File: src/hdl/qrs_pkg.sv
// Shared types and constants of the quadratic root solver.
`default_nettype none

package qrs_pkg;

    // Default fraction bits of the fixed-point coefficients and roots
    localparam int FRAC_BITS_DEF = 16;

    // Datapath widths that do not depend on the fraction bits
    localparam int MAG_W   = 32;   // coefficient magnitude
    localparam int PROD_W  = 64;   // product of two magnitudes
    localparam int RAD_W   = 66;   // radicand of the square root
    localparam int ROOT_W  = 33;   // floor square root
    localparam int REM_W   = 37;   // square root partial remainder
    localparam int NUM_W   = 34;   // division numerator and divisor before scaling
    localparam int QUO_W   = 34;   // quotient bits kept; the top bit flags a huge quotient
    localparam int CLIP_W  = 16;
    localparam int SQ_N    = ROOT_W;
    localparam int DIV_N   = QUO_W;

    // Configuration register indexes
    localparam int CFG_IDX_W = 1;
    localparam logic [CFG_IDX_W-1:0] REG_CLIP  = 1'b0;
    localparam logic [CFG_IDX_W-1:0] REG_ORDER = 1'b1;

    // Solution class of one coefficient triple
    typedef enum logic [2:0] {
        K_NONE,      // no real root
        K_LIN,       // a zero: -c/b twice
        K_CZERO,     // c zero: 0 and -b/a
        K_BZS,       // b zero, a and c same sign, clipped: both zero
        K_BZO,       // b zero, a and c opposite sign: +/- sqrt(-ac)/a
        K_DZERO,     // zero discriminant: -b/(2a) twice
        K_DPOS       // positive discriminant: q/a and c/q
    } kind_t;

    // Per-item context carried along the pipeline
    typedef struct packed {
        logic [MAG_W-1:0] am;
        logic [MAG_W-1:0] bm;
        logic [MAG_W-1:0] cm;
        logic             an;
        logic             bn;
        logic             cn;
        kind_t            kind;
    } ctx_t;

endpackage

`default_nettype wire

File: src/hdl/qrs_div_cell.sv
// One cell of the dual division chain: one quotient bit of each divider.
`default_nettype none

module qrs_div_cell #(
    parameter int DW    = qrs_pkg::FRAC_BITS_DEF + qrs_pkg::NUM_W,
    parameter int SHIFT = 0
) (
    input  wire logic                          clk,
    input  wire logic                          rst_n,
    input  wire logic                          in_valid,
    output logic                               in_ready,
    input  wire qrs_pkg::ctx_t                 in_ctx,
    input  wire logic [DW-1:0]                 in_xrem,
    input  wire logic [qrs_pkg::NUM_W-1:0]     in_xdiv,
    input  wire logic [qrs_pkg::QUO_W-1:0]     in_xq,
    input  wire logic [DW-1:0]                 in_yrem,
    input  wire logic [qrs_pkg::NUM_W-1:0]     in_ydiv,
    input  wire logic [qrs_pkg::QUO_W-1:0]     in_yq,
    output logic                               out_valid,
    input  wire logic                          out_ready,
    output qrs_pkg::ctx_t                      out_ctx,
    output logic [DW-1:0]                      out_xrem,
    output logic [qrs_pkg::NUM_W-1:0]          out_xdiv,
    output logic [qrs_pkg::QUO_W-1:0]          out_xq,
    output logic [DW-1:0]                      out_yrem,
    output logic [qrs_pkg::NUM_W-1:0]          out_ydiv,
    output logic [qrs_pkg::QUO_W-1:0]          out_yq
);

    localparam int NW = qrs_pkg::NUM_W;
    localparam int QW = qrs_pkg::QUO_W;
    localparam int CW = DW + QW;

    logic            valid_reg;
    qrs_pkg::ctx_t   ctx_reg;
    logic [DW-1:0]   xrem_reg, yrem_reg;
    logic [NW-1:0]   xdiv_reg, ydiv_reg;
    logic [QW-1:0]   xq_reg, yq_reg;

    logic [CW-1:0]   xsh, ysh, xr, yr;
    logic            xtake, ytake;

    // Compare each remainder with its divisor at this cell's weight
    assign xsh   = CW'(in_xdiv) << SHIFT;
    assign ysh   = CW'(in_ydiv) << SHIFT;
    assign xr    = CW'(in_xrem);
    assign yr    = CW'(in_yrem);
    assign xtake = xr >= xsh;
    assign ytake = yr >= ysh;

    assign in_ready = !valid_reg || out_ready;

    always_ff @(posedge clk or negedge rst_n)
    begin
        if (!rst_n)
        begin
            valid_reg <= 1'b0;
        end
        else if (in_ready)
        begin
            valid_reg <= in_valid;
        end
    end

    always_ff @(posedge clk)
    begin
        if (in_valid && in_ready)
        begin
            ctx_reg  <= in_ctx;
            xdiv_reg <= in_xdiv;
            ydiv_reg <= in_ydiv;
            xrem_reg <= xtake ? DW'(xr - xsh) : in_xrem;
            yrem_reg <= ytake ? DW'(yr - ysh) : in_yrem;
            xq_reg   <= {in_xq[QW-2:0], xtake};
            yq_reg   <= {in_yq[QW-2:0], ytake};
        end
    end

    assign out_valid = valid_reg;
    assign out_ctx   = ctx_reg;
    assign out_xrem  = xrem_reg;
    assign out_xdiv  = xdiv_reg;
    assign out_xq    = xq_reg;
    assign out_yrem  = yrem_reg;
    assign out_ydiv  = ydiv_reg;
    assign out_yq    = yq_reg;

endmodule

`default_nettype wire

File: config.mk
export PLATFORM = sky130hd
export DESIGN_NAME = qrs_div_cell
export DESIGN_NICKNAME = d
export VERILOG_FILES = /design/src/hdl/qrs_pkg.sv /design/src/hdl/qrs_div_cell.sv
export SDC_FILE = /design/constraint.sdc
export NUM_CORES = 1
export LEC_CHECK = 0
export BUFFER_PORTS_ARGS = -buffer_cell sky130_fd_sc_hd__buf_2
export CAP_MARGIN = 40
export CELL_PAD_IN_SITES_DETAIL_PLACEMENT = 1
export CELL_PAD_IN_SITES_GLOBAL_PLACEMENT = 1
export CORE_AREA = 2 2 267 269
export CTS_CLUSTER_DIAMETER = 40
export CTS_CLUSTER_SIZE = 14
export DETAILED_ROUTE_END_ITERATION = 6
export DIE_AREA = 0 0 269 271
export PLACE_DENSITY_LB_ADDON = 0.3
export SYNTH_ARGS = -nofsm -noshare
export SYNTH_HDL_FRONTEND = slang
export SYNTH_SLANG_ARGS = --single-unit
File: constraint.sdc
create_clock -name clk -period 12.1 [get_ports clk]
set_clock_uncertainty 0.2 [all_clocks]
set_input_delay 1.21 -clock clk [delete_from_list [all_inputs] [get_ports clk]]
set_output_delay 1.21 -clock clk [all_outputs]
set_load 0.01 [all_outputs]
==> results by group <==
Global route
  • Vias in the first global route: 13904
  • First-pass GRT wire length: 88410 um
  • Largest net degree at the start of global routing: between 150 and 200
  • Initial antenna violation count: 19
  • Global Route Usage Sum: between 10% and 20%
  • GRT Residual Overflow: 0

Pwr
  • Logic pwr share: 13.1%
  • Pwr dens: ~170 mW/mm^2
  • Pleak: roughly 0.01 uW
  • VDD IR max: slightly above 0.0001 V
  • Sequential share of power: 35.5%
  • Design internal power: roughly 3000 uW
  • Switching share of power: approximately a quarter
  • Clk pwr share: about half
  • P_sw: about 1100 uW
  • Tot Pwr: around 4000 uW

Min path
  • Hold Path Class: input port to async pin

Clock network
  • Clk slew on worst S/H paths: 0.05 ns
  • Clock latency at the later pin of the worst-skew pair: 0.60 ns
  • Post-CTS Hold Fix Bufs: 0
  • CTS root buffer: clkbuf_16
  • Num CTS Buffers: 72
  • Clock sinks: approximately 340
  • H-tree depth: 3
  • Clk buf depth: 3
  • CTS resizes: 0
  • CTS tree: built
  • Postcts setup bufs: 0

Detailed routing
  • 1st-pass router iterations: 4
  • DR WL/cell: ~21 um
  • Remaining antenna violation count: 0
  • Via/cell ratio: between 4 and 5
  • WL final: between 60000 and 70000 um
  • DRC violations left: 0
  • Vias: 13025
  • Drt initial violations: about 600

Timing
  • RSZ-0062 raised after global routing: no
  • Max Slew Vio Count: 0
  • Fmax: ~220 MHz
  • Hold_ws: about 0.18 ns
  • Final worst-path cycle share: a little under two fifths
  • Count of final setup violators: 0
  • Final Hold Fails: 0
  • Measured slew at the worst slew-check pin: slightly above 1 ns
  • Worst-case headroom to the max-slew limit: roughly 31%
  • Crit path time final: approximately 4.6 ns
  • PnR worst setup slack: 7.548 ns
  • Setup tns final: 0 ns

Critical path
  • Critical path's largest stage delay: roughly 0.51 ns
  • Critical path's slowest cell: nor2_4
  • Reg2reg start: out_valid
  • Path type of the worst setup path: input port to flop
  • Cell repeated most along the worst path: inv_1
  • Worst Path Arrival: 4.70 ns
  • R2R setup slack: a little under 9 ns
  • Cells on worst reg2reg path: 5
  • WP data required: around 12 ns
  • CP Cell Sequence: buf_2 -> inv_1 -> ha_1 -> inv_1 -> fa_1 -> a21o_1 -> a311oi_2 -> o211ai_1 -> and2_1 -> a21oi_4 -> a21oi_2 -> nor2_4 -> inv_2 -> buf_12 -> a31o_2
  • Reg2reg end: out_ctx[72]
  • Launching element type of the critical path: input port
  • Critical Path End Type: flop
  • Max FO, Critical Path: 40

Synth
  • Post-synth top area share: about 63%
  • Syn Nets: around 1700
  • Syn Area/Cell: around 13 um^2
  • Yosys synthesis warning count: 0
  • Distinct cells, synth: 85
  • Gate Count Post-Synth: 1266
  • Synth Cell Area: around 0.016 mm^2
  • EDFF count, synth: between 300 and 400
  • Sequential share of the synthesized area: between 60% and 70%
  • Top cells by area, synth: edfxtp_1 63%, ha_1 5.3%, a21oi_1 2.9%
  • Main flop type after synthesis: edfxtp_1
  • Yosys top cell by area: edfxtp_1
  • FF+latch count, synth: between 300 and 400
  • Ys async rst share: less than 1%

Die
  • Die X: 269 um
  • Core area: 0.06979 mm^2
  • Die Footprint: around 0.073 mm^2
  • Initial Util: a little under a quarter
  • Row cnt: between 90 and 100
  • Die height: between 200 and 300 um
  • IO Pins: a little under 700

Placement
  • Pre-CTS setup slack: roughly 7 ns
  • DP HPWL: between 40000 and 50000 um
  • I/O Buffers: roughly 680
  • Placed inst area: just over 0.02 mm^2
  • Placer congestion estimate: between 0.8 and 0.9

Final layout
  • Design Area, Final: 0.02303 mm^2
  • Multi-input logic area: between 0.005 and 0.006 mm^2
  • Fraction of layout cells with a size suffix above 1: 41.20%
  • Register area: slightly above 0.01 mm^2
  • Layout area overhead: 44.03%
  • Final net count: between 2000 and 2500
  • FILL cells: slightly below 8000

Status
  • Outcome: completed

Job
  • Max-cap viol count: 0
[cells by family after synthesis]
logic type | Yosys count | synth area share [%]
buf+inv | 125 | 3.310
compound gates | 297 | 11.84
xor+xnor | 90 | 4.930
mux | 3 | 0.2035
simple gates | 342 | 10.51
flops | 339 | 63.64
fa+ha+maj | 70 | 5.572
[layout make-up]
class | instances | share of cell area (%)
Timing Repair Buffer | 685 | 15.15
Tap cell | 940 | 5.107
Multi-Input combinational cell | 802 | 22.96
Inverter | 85 | 1.385
Clock inverter | 48 | 3.151
Sequential cell | 339 | 44.18
Clock buffer | 80 | 7.954
Antenna cell | 10 | 0.1087
[flip-flops by register name, indices dropped and copies added, names as in the netlist]
| signal | flops |
|---|---|
| out_xrem | 50 |
| out_ctx | 102 |
| out_xq | 34 |
| out_xdiv | 34 |
| out_ydiv | 34 |
| out_yrem | 50 |
| out_yq | 34 |
| out_valid | 1 |
[worst max path at each step]
stage,start,to,slack (ns),depth (start not counted)
after CTS,in_yrem[0],out_yrem[29],7.56,15
after detailed placement,in_yrem[0],out_yrem[29],6.94,15
after global placement,in_yrem[0],out_yrem[29],6.76,14
after global routing,in_yrem[0],out_yrem[5],7.35,16
after floorplan,out_ready,out_ctx[0],2.06,2
final,in_yrem[0],out_yrem[29],7.55,15
[power by group through the flow]
stage / combinational, uW / clock (uW) / sequential, uW
2_1_floorplan: 245 / 0 / 1510
3_3_place_gp: 523 / 0 / 1440
3_5_place_dp: 532 / 0 / 1440
4_1_cts: 536 / 2110 / 1420
5_1_grt: 583 / 2160 / 1430
6_report: 527 / 2060 / 1420
[cells in the mapped netlist (11+ instances only)]
library cell / number
a21o_1: 33
a21oi_1: 94
buf_2: 11
clkbuf_1: 22
edfxtp_1: 338
ha_1: 68
inv_1: 84
nand2_1: 121
nand3_1: 22
nand4_1: 17
nor2_1: 79
nor3_1: 20
nor4_1: 11
o21a_1: 12
o21ai_0: 64
o21ai_1: 12
o31ai_1: 11
xnor2_1: 43
xor2_1: 47
[worst max-delay path, delay by kind of cell]
kind / cells / cell delay, ns
buffers and inverters: 5 / 0.70
AOI/OAI and AO/OA: 6 / 1.39
and+or+nand+nor: 2 / 0.80
adders and majority gates: 2 / 0.57
[per-stage QoR]
stage	std cells	util, %
floorplan	1266	-
global placement	2849	29.23
detailed placement	2851	29.30
CTS	2979	32.96
global route	2984	32.98
finish	2989	33.00
[per-layer routing]
metal / GRT usage, % / vias to the layer above / routed length [um]
met5: 0 / - / 70
met4: 4.854 / 12 / 1356
met3: 5.980 / 99 / 5448
met2: 28.43 / 451 / 30980
met1: 18.26 / 6301 / 23600
li1: - / 6162 / -
[cells in the final DEF (no fill, tap or decap), types with 10 or more instances in the layout]
cell type and instances:
a21o_1 33, a21oi_1 94, buf_2 679, bufinv_16 11
clkbuf_16 72, diode_2 10, edfxtp_1 338, ha_1 68
inv_1 84, nand2_1 121, nand3_1 22, nand4_1 17
nor2_1 79, nor3_1 20, nor4_1 11, o21a_1 12
o21ai_0 64, o21ai_1 12, o31ai_1 11, xnor2_1 43
xor2_1 47
Note: power is estimated with default switching activity, not from simulation.
