===== src/hdl/qrs_pkg.sv =====
// Shared types and constants of the quadratic root solver.
`default_nettype none

package qrs_pkg;

    // Default fraction bits of the fixed-point coefficients and roots
    localparam int FRAC_BITS_DEF = 16;

    // Datapath widths that do not depend on the fraction bits
    localparam int MAG_W   = 32;   // coefficient magnitude
    localparam int PROD_W  = 64;   // product of two magnitudes
    localparam int RAD_W   = 66;   // radicand of the square root
    localparam int ROOT_W  = 33;   // floor square root
    localparam int REM_W   = 37;   // square root partial remainder
    localparam int NUM_W   = 34;   // division numerator and divisor before scaling
    localparam int QUO_W   = 34;   // quotient bits kept; the top bit flags a huge quotient
    localparam int CLIP_W  = 16;
    localparam int SQ_N    = ROOT_W;
    localparam int DIV_N   = QUO_W;

    // Configuration register indexes
    localparam int CFG_IDX_W = 1;
    localparam logic [CFG_IDX_W-1:0] REG_CLIP  = 1'b0;
    localparam logic [CFG_IDX_W-1:0] REG_ORDER = 1'b1;

    // Solution class of one coefficient triple
    typedef enum logic [2:0] {
        K_NONE,      // no real root
        K_LIN,       // a zero: -c/b twice
        K_CZERO,     // c zero: 0 and -b/a
        K_BZS,       // b zero, a and c same sign, clipped: both zero
        K_BZO,       // b zero, a and c opposite sign: +/- sqrt(-ac)/a
        K_DZERO,     // zero discriminant: -b/(2a) twice
        K_DPOS       // positive discriminant: q/a and c/q
    } kind_t;

    // Per-item context carried along the pipeline
    typedef struct packed {
        logic [MAG_W-1:0] am;
        logic [MAG_W-1:0] bm;
        logic [MAG_W-1:0] cm;
        logic             an;
        logic             bn;
        logic             cn;
        kind_t            kind;
    } ctx_t;

endpackage

`default_nettype wire


===== src/hdl/qrs_sqrt_cell.sv =====
// One cell of the square root chain: one root bit per cell.
`default_nettype none

module qrs_sqrt_cell (
    input  wire logic                          clk,
    input  wire logic                          rst_n,
    input  wire logic                          in_valid,
    output logic                               in_ready,
    input  wire qrs_pkg::ctx_t                 in_ctx,
    input  wire logic [qrs_pkg::RAD_W-1:0]     in_rad,
    input  wire logic [qrs_pkg::REM_W-1:0]     in_rem,
    input  wire logic [qrs_pkg::ROOT_W-1:0]    in_root,
    output logic                               out_valid,
    input  wire logic                          out_ready,
    output qrs_pkg::ctx_t                      out_ctx,
    output logic [qrs_pkg::RAD_W-1:0]          out_rad,
    output logic [qrs_pkg::REM_W-1:0]          out_rem,
    output logic [qrs_pkg::ROOT_W-1:0]         out_root
);

    localparam int RW = qrs_pkg::RAD_W;
    localparam int EW = qrs_pkg::REM_W;
    localparam int TW = qrs_pkg::ROOT_W;

    logic            valid_reg;
    qrs_pkg::ctx_t   ctx_reg;
    logic [RW-1:0]   rad_reg;
    logic [EW-1:0]   rem_reg;
    logic [TW-1:0]   root_reg;

    logic [EW-1:0]   rem2, trial;
    logic            take;

    // Bring down the next two radicand bits and try the next root bit
    assign rem2  = {in_rem[EW-3:0], in_rad[RW-1 -: 2]};
    assign trial = EW'({in_root, 2'b01});
    assign take  = rem2 >= trial;

    assign in_ready = !valid_reg || out_ready;

    always_ff @(posedge clk or negedge rst_n)
    begin
        if (!rst_n)
        begin
            valid_reg <= 1'b0;
        end
        else if (in_ready)
        begin
            valid_reg <= in_valid;
        end
    end

    always_ff @(posedge clk)
    begin
        if (in_valid && in_ready)
        begin
            ctx_reg  <= in_ctx;
            rad_reg  <= {in_rad[RW-3:0], 2'b00};
            rem_reg  <= take ? rem2 - trial : rem2;
            root_reg <= {in_root[TW-2:0], take};
        end
    end

    assign out_valid = valid_reg;
    assign out_ctx   = ctx_reg;
    assign out_rad   = rad_reg;
    assign out_rem   = rem_reg;
    assign out_root  = root_reg;

endmodule

`default_nettype wire


===== config.mk =====
export PLATFORM = sky130hd
export DESIGN_NAME = qrs_sqrt_cell
export DESIGN_NICKNAME = d
export VERILOG_FILES = /design/src/hdl/qrs_pkg.sv /design/src/hdl/qrs_sqrt_cell.sv
export SDC_FILE = /design/constraint.sdc
export NUM_CORES = 1
export LEC_CHECK = 0
export BUFFER_PORTS_ARGS = -buffer_cell sky130_fd_sc_hd__buf_4
export CORE_AREA = 10 10 180 182
export CTS_BUF_LIST = sky130_fd_sc_hd__clkbuf_8
export DETAILED_ROUTE_END_ITERATION = 8
export DIE_AREA = 0 0 190 192
export PLACE_DENSITY = 0.71
export SLEW_MARGIN = 20
export SYNTH_ARGS = -nofsm -noshare
export SYNTH_HDL_FRONTEND = slang
export SYNTH_SLANG_ARGS = --single-unit

===== constraint.sdc =====
create_clock -name clk -period 7.1 [get_ports clk]
set_clock_uncertainty 0.2 [all_clocks]
set_input_delay 1.42 -clock clk [delete_from_list [all_inputs] [get_ports clk]]
set_output_delay 1.42 -clock clk [all_outputs]
set_load 0.02 [all_outputs]

==> reports/results.txt, run 1 <==
Synth Area in XOR/XNOR = 3.01%
mux cell area share after synthesis = 1.29%
Data arrival, critical path = 4680 ps
setup_tns = 0 ps
drt initial violations = 373
Via Count = 7296
Post-synth EDFFs = 236
Seq cells post-synth = 237
number of global-route vias before repair = 7477
fillers = 2474
vias per cell = 4.69
die outline height = 192 microns
worst r2r src = out_valid$_DFFE_PN0N_
Routed WL = 36.3 mm
Pre-antenna DRT Iters = 5
Num CTS Buffers = 42
CTS tree = done
share of cells above drive strength 1 = 46.8%
Synth top area share = 73.8%
CP required = 7180 ps
Min Hold Slack = 429 ps
mean routed wirelength per cell = 23.3 microns
yosys synthesis warning count = 0
final period utilization = 64.8%
largest net degree at the start of global routing = 70
RSZ-0062 raised after global routing = no
Place WS = 1920 ps
fin crit period = 4600 ps
max_slew headroom = 34.5%
Bufs on Longest Clock Path = 3
HPWL Detailed = 29.7 mm
full die area = 36500 sq um
Pleak = 6.17 nW
crit start category = input port
critical path startpoint = in_rem[10]
H-tree depth = 2
Yosys top cell by area = edfxtp_1
CP endpoint kind = register
CTS resizes = 0
Seq/Total Area, Yosys = 74.0%
pwr/cell area = 242 nW/um^2
min-delay worst type = reg -> reg
Tot Pwr = 3.49 mW
compound-gate portion of the synthesized area = 8.59%
Chip Width = 190 microns
grt total ovfl = 0
placed inst area = 13600 sq um
Area Overhead vs Synth = 49.8%
Peak supply drop = 0.136 mV
Pins Over Slew Limit = 0
# clock sinks = 237
worst setup path class = in -> reg
placed insts = 1482
Antenna Nets Post-Route = 0
Area contributors post-synth = edfxtp_1, ha_1, a21oi_1
Finished Core Util = 50.3%
Max Fanout on Critical Path = 43
gpl congestion = 0.910
initial core utilization = 33.6%
Finished Layout Cells = 1557
status = finished clean
I/O pin cnt = 482
# setup viols final = 0
Fmax achieved = 217 MHz
Slew @ Worst Pin = 982 ps
library cells used by synthesis = 49
final worst slack = 2500 ps
Core Region = 28600 sq um
ys async rst share = 0.422%
Syn Inst Count = 629
nets@finish = 1419
main combinational cell family by area after synthesis = compound AO/OA/AOI/OAI gates
post-CTS setup repair buffer count = 0
clock slew at reported path FFs = 60 ps
Synth Area in Simple Gates = 5.80%
DRC = 0
PortBufs = 477
row cnt = 62
HP Start = out_valid$_DFFE_PN0N_
Root Driver = clkbuf_8
Total GRT Usage = 18.8%
Max Cap Viol = 0
first-pass GRT wire length = 50.9 mm
antenna violations before repair = 6
Hold Vio Cnt, Final = 0
Worst-Skew Late Latency = 520 ps
Post-Syn Area = 9600 sq um
syn_area_per_cell = 15.3 sq um
main flop type after synthesis = edfxtp_1
Adder-Cell Fraction of Synth Area = 4.56%
design area = 14400 sq um
CTS Hold Buffers Added = 0
==> cell usage after synthesis (4+ instances only) <==
library cell  instances
a21o_1                9
a21oi_1              63
and2_1                4
and3_1                7
buf_2                 4
clkbuf_1              6
edfxtp_1            236
ha_1                 35
inv_1                48
mux2_2               11
nand2_1              28
nand3_1              11
nand4_1               5
nor2_1               41
nor2b_1               6
o21a_1                7
o21ai_0              20
o21bai_1              8
xnor2_1              23
xor2_1               10
==> metal layers <==
| layer | up-vias | routed length [microns] | track usage [%] |
|---|---|---|---|
| met5 | - | 57 | 0 |
| met4 | 10 | 1080 | 6.23 |
| met3 | 65 | 4490 | 9.94 |
| met2 | 347 | 18800 | 33.9 |
| met1 | 3482 | 11900 | 18.1 |
| li1 | 3392 | - | - |
==> flip-flops by register name (all words and copies together) (netlist names) <==
name / cells
out_ctx: 102
out_rem: 37
out_valid: 1
out_rad: 64
out_root: 33
==> cells by family after synthesis <==
family / Yosys count
fa+ha+maj: 35
mux: 11
other cells: 1
xor+xnor: 33
flops: 237
compound gates: 132
simple gates: 118
buf+inv: 62
==> worst max-delay path, cell delays in order <==
cell and delay (ps):
buf_4 110, ha_1 380, a21oi_1 220, o21ai_0 150
a221oi_1 640, a31oi_4 240, a211o_1 370, a21oi_2 310
o41ai_4 100, buf_4 280, nor2b_1 200, mux2_2 250
==> area by class of cell <==
| type | count | area [sq um] | share of cell area [%] |
|---|---|---|---|
| clock inverters | 31 | 158 | 1.10 |
| inverters | 48 | 180 | 1.25 |
| flip-flops and latches | 237 | 7110 | 49.4 |
| well taps | 384 | 480 | 3.34 |
| multi-input cells | 331 | 2240 | 15.6 |
| repair buffers | 482 | 3620 | 25.2 |
| clock buffers | 43 | 592 | 4.11 |
| diodes | 1 | 2.50 | 0.0174 |
==> worst paths after layout <==
| kind | to | depth (start not counted) | slack (ps) |
|---|---|---|---|
| max in group asynchronous | out_valid$_DFFE_PN0N_ | 1 | 6150 |
| setup / recovery | out_rem[36]$_DFFE_PP_ | 12 | 2500 |
| min in group asynchronous | out_valid$_DFFE_PN0N_ | 1 | 470 |
| hold / removal | out_valid$_DFFE_PN0N_ | 2 | 430 |
| hold reg to reg | out_valid$_DFFE_PN0N_ | 2 | 430 |
| setup reg to reg | out_rad[24]$_DFFE_PP_ | 3 | 4390 |
==> cell usage in the layout (no fill, tap or decap), types with 2 or more instances in the layout <==
cell,instances
buf_4,482
edfxtp_1,236
a21oi_1,63
inv_1,58
clkbuf_8,43
nor2_1,41
ha_1,35
nand2_1,28
xnor2_1,23
o21ai_0,20
clkinv_1,15
nand3_1,11
mux2_2,11
xor2_1,10
a21o_1,9
o21bai_1,8
and3_1,7
o21a_1,7
nor2b_1,6
nand4_1,5
o22ai_1,3
o211ai_1,3
and2_1,3
nor4_1,3
a31oi_1,3
nand2b_1,3
clkinv_2,3
or3_1,2
nor3_1,2
a211oi_1,2
o31ai_1,2
or2_2,2
o221ai_1,2
conb_1,2
==> power breakdown <==
group / switching, mW / internal (mW) / leakage [nW] / total, mW
logic: 0.362 / 0.289 / 3.50 / 0.651
registers: 0.0239 / 1.66 / 2.26 / 1.68
clock network: 0.554 / 0.599 / 0.418 / 1.15
total: 0.940 / 2.55 / 6.17 / 3.49
No activity file was read; power rests on OpenSTA's default activity.
==> run 2, diff against run 1 <==
CORE_AREA = 10 10 177 179   (was 10 10 180 182)
DIE_AREA = 0 0 187 189   (was 0 0 190 192)
PLACE_DENSITY = 0.7   (was 0.71)
clock period = 4.6 ns   (was 7.1 ns; I/O delays follow)
==> reports/results.txt, run 2 (synthesis gave the netlist of run 1 again) <==
status = finished clean
Hold Vio Cnt, Final = 0
full die area = 35300 sq um
worst r2r src = out_valid$_DFFE_PN0N_
Core Region = 27600 sq um
number of global-route vias before repair = 7444
nets@finish = 1425
Reg2Reg Depth = 3
pwr/cell area = 368 nW/um^2
HP Start = out_valid$_DFFE_PN0N_
sw frac = 26.8%
min-delay worst type = reg -> reg
fillers = 2430
H-tree depth = 2
worst setup path class = in -> reg
setup_tns = 0 ps
max_slew headroom = 58.8%
DRC = 0
Ant. Diodes = 0
row cnt = 61
Peak supply drop = 0.221 mV
die outline height = 189 microns
# setup viols final = 0
Comb power frac = 19.2%
drt initial violations = 378
net switching power = 1.42 mW
CP required = 4660 ps
CP Capture Point = out_rem[15]$_DFFE_PP_
CP endpoint kind = register
vias per cell = 4.71
PortBufs = 477
critical path startpoint = in_root[4]
# clock sinks = 237
Slew @ Worst Pin = 617 ps
fin crit period = 3850 ps
Largest register FFs = 102
CTS tree = done
Clk pwr share = 31.9%
commonest non-fill, non-tap cell in the layout = buf_4
share of power burned in registers = 48.9%
post-CTS setup repair buffer count = 0
Data arrival, critical path = 3920 ps
Worst-Skew Late Latency = 510 ps
Pins Over Slew Limit = 0
largest net degree at the start of global routing = 78
clock slew at reported path FFs = 60 ps
r2r endpoint = out_rad[4]$_DFFE_PP_
Chip Width = 187 microns
Antenna Nets Post-Route = 0
Tot Pwr = 5.31 mW
Max Fanout on Critical Path = 31
Pre-antenna DRT Iters = 6
Max Cap Viol = 0
flop-to-flop setup slack = 2570 ps
RSZ-0062 raised after global routing = no
Num CTS Buffers = 40
crit start category = input port
first-pass GRT wire length = 50.8 mm
initial core utilization = 34.8%
Pleak = 6.19 nW
antenna violations before repair = 5
Bufs on Longest Clock Path = 3
HPWL Detailed = 29.2 mm
I/O pin cnt = 482
internal cell power = 3.89 mW
mean routed wirelength per cell = 23.1 microns
Total GRT Usage = 19.2%
Fmax achieved = 259 MHz
most frequent cells in the layout = buf_4, edfxtp_1, a21oi_1
grt total ovfl = 0
final period utilization = 83.8%
Via Count = 7315
gpl congestion = 0.906
Area Overhead vs Synth = 50.2%
hold path depth = 2
Root Driver = clkbuf_8
Routed WL = 35.8 mm
share of cells above drive strength 1 = 47.4%
[run 2: power groups by stage]
| stage | Combinational, mW | Sequential [mW] | Clock [mW] |
|---|---|---|---|
| floorplan | 0.343 | 2.82 | 0 |
| global placement | 1.01 | 2.64 | 0 |
| detailed placement | 1.02 | 2.64 | 0 |
| CTS | 1.03 | 2.60 | 1.76 |
| global route | 1.09 | 2.61 | 1.85 |
| finish | 1.02 | 2.60 | 1.69 |
[run 2: repair_timing]
action / 4_1_cts / 5_1_grt
resized for setup: 0 / 0
hold endpoints to repair: 1 / 0
endpoints found under the setup margin: 0 / 0
hold buffers: 1 / 0
[run 2: cell type report]
| cell class | instances | area (sq um) | area share (%) |
|---|---|---|---|
| sequential | 237 | 7110 | 49.3 |
| tap | 378 | 473 | 3.28 |
| multi-input combinational | 331 | 2240 | 15.5 |
| clock buffer | 40 | 551 | 3.82 |
| clock inverter | 28 | 150 | 1.04 |
| inverter | 48 | 180 | 1.25 |
| timing repair buffer | 490 | 3720 | 25.8 |
[run 2: metal layers]
layer	GRT usage, %	share of wire, %
met5	0	0.17
met4	6.11	2.5
met3	9.21	11
met2	33.9	51
met1	19.6	35
[run 2: metrics by stage]
| stage | cells | worst slack, ps | hold slack (ps) | util, % | cell area, sq um |
|---|---|---|---|---|---|
| 2_1_floorplan | 630 | 670 | 424 | - | 9610 |
| 3_3_place_gp | 1483 | 253 | 327 | 49.6 | 13700 |
| 3_5_place_dp | 1483 | 209 | 344 | 49.6 | 13700 |
| 4_1_cts | 1552 | 776 | 321 | 52.2 | 14400 |
| 5_1_grt | 1552 | 618 | 327 | 52.2 | 14400 |
| 6_report | 1552 | 745 | 350 | 52.2 | 14400 |
[run 2: worst min path at each step]
stage / end
floorplan: out_valid$_DFFE_PN0N_
global placement: out_valid$_DFFE_PN0N_
detailed placement: out_valid$_DFFE_PN0N_
CTS: out_ctx[45]$_DFFE_PP_
global route: out_ctx[37]$_DFFE_PP_
finish: out_valid$_DFFE_PN0N_
[run 2: critical path, stage by stage]
cell and delay, ps:
buf_4 80, inv_1 40, ha_1 350, nand2_1 90, or3_1 390, o32a_1 440, a31oi_4 270, a211o_1 190
a21oi_2 100, o41ai_4 400, buf_12 250, mux2_2 360
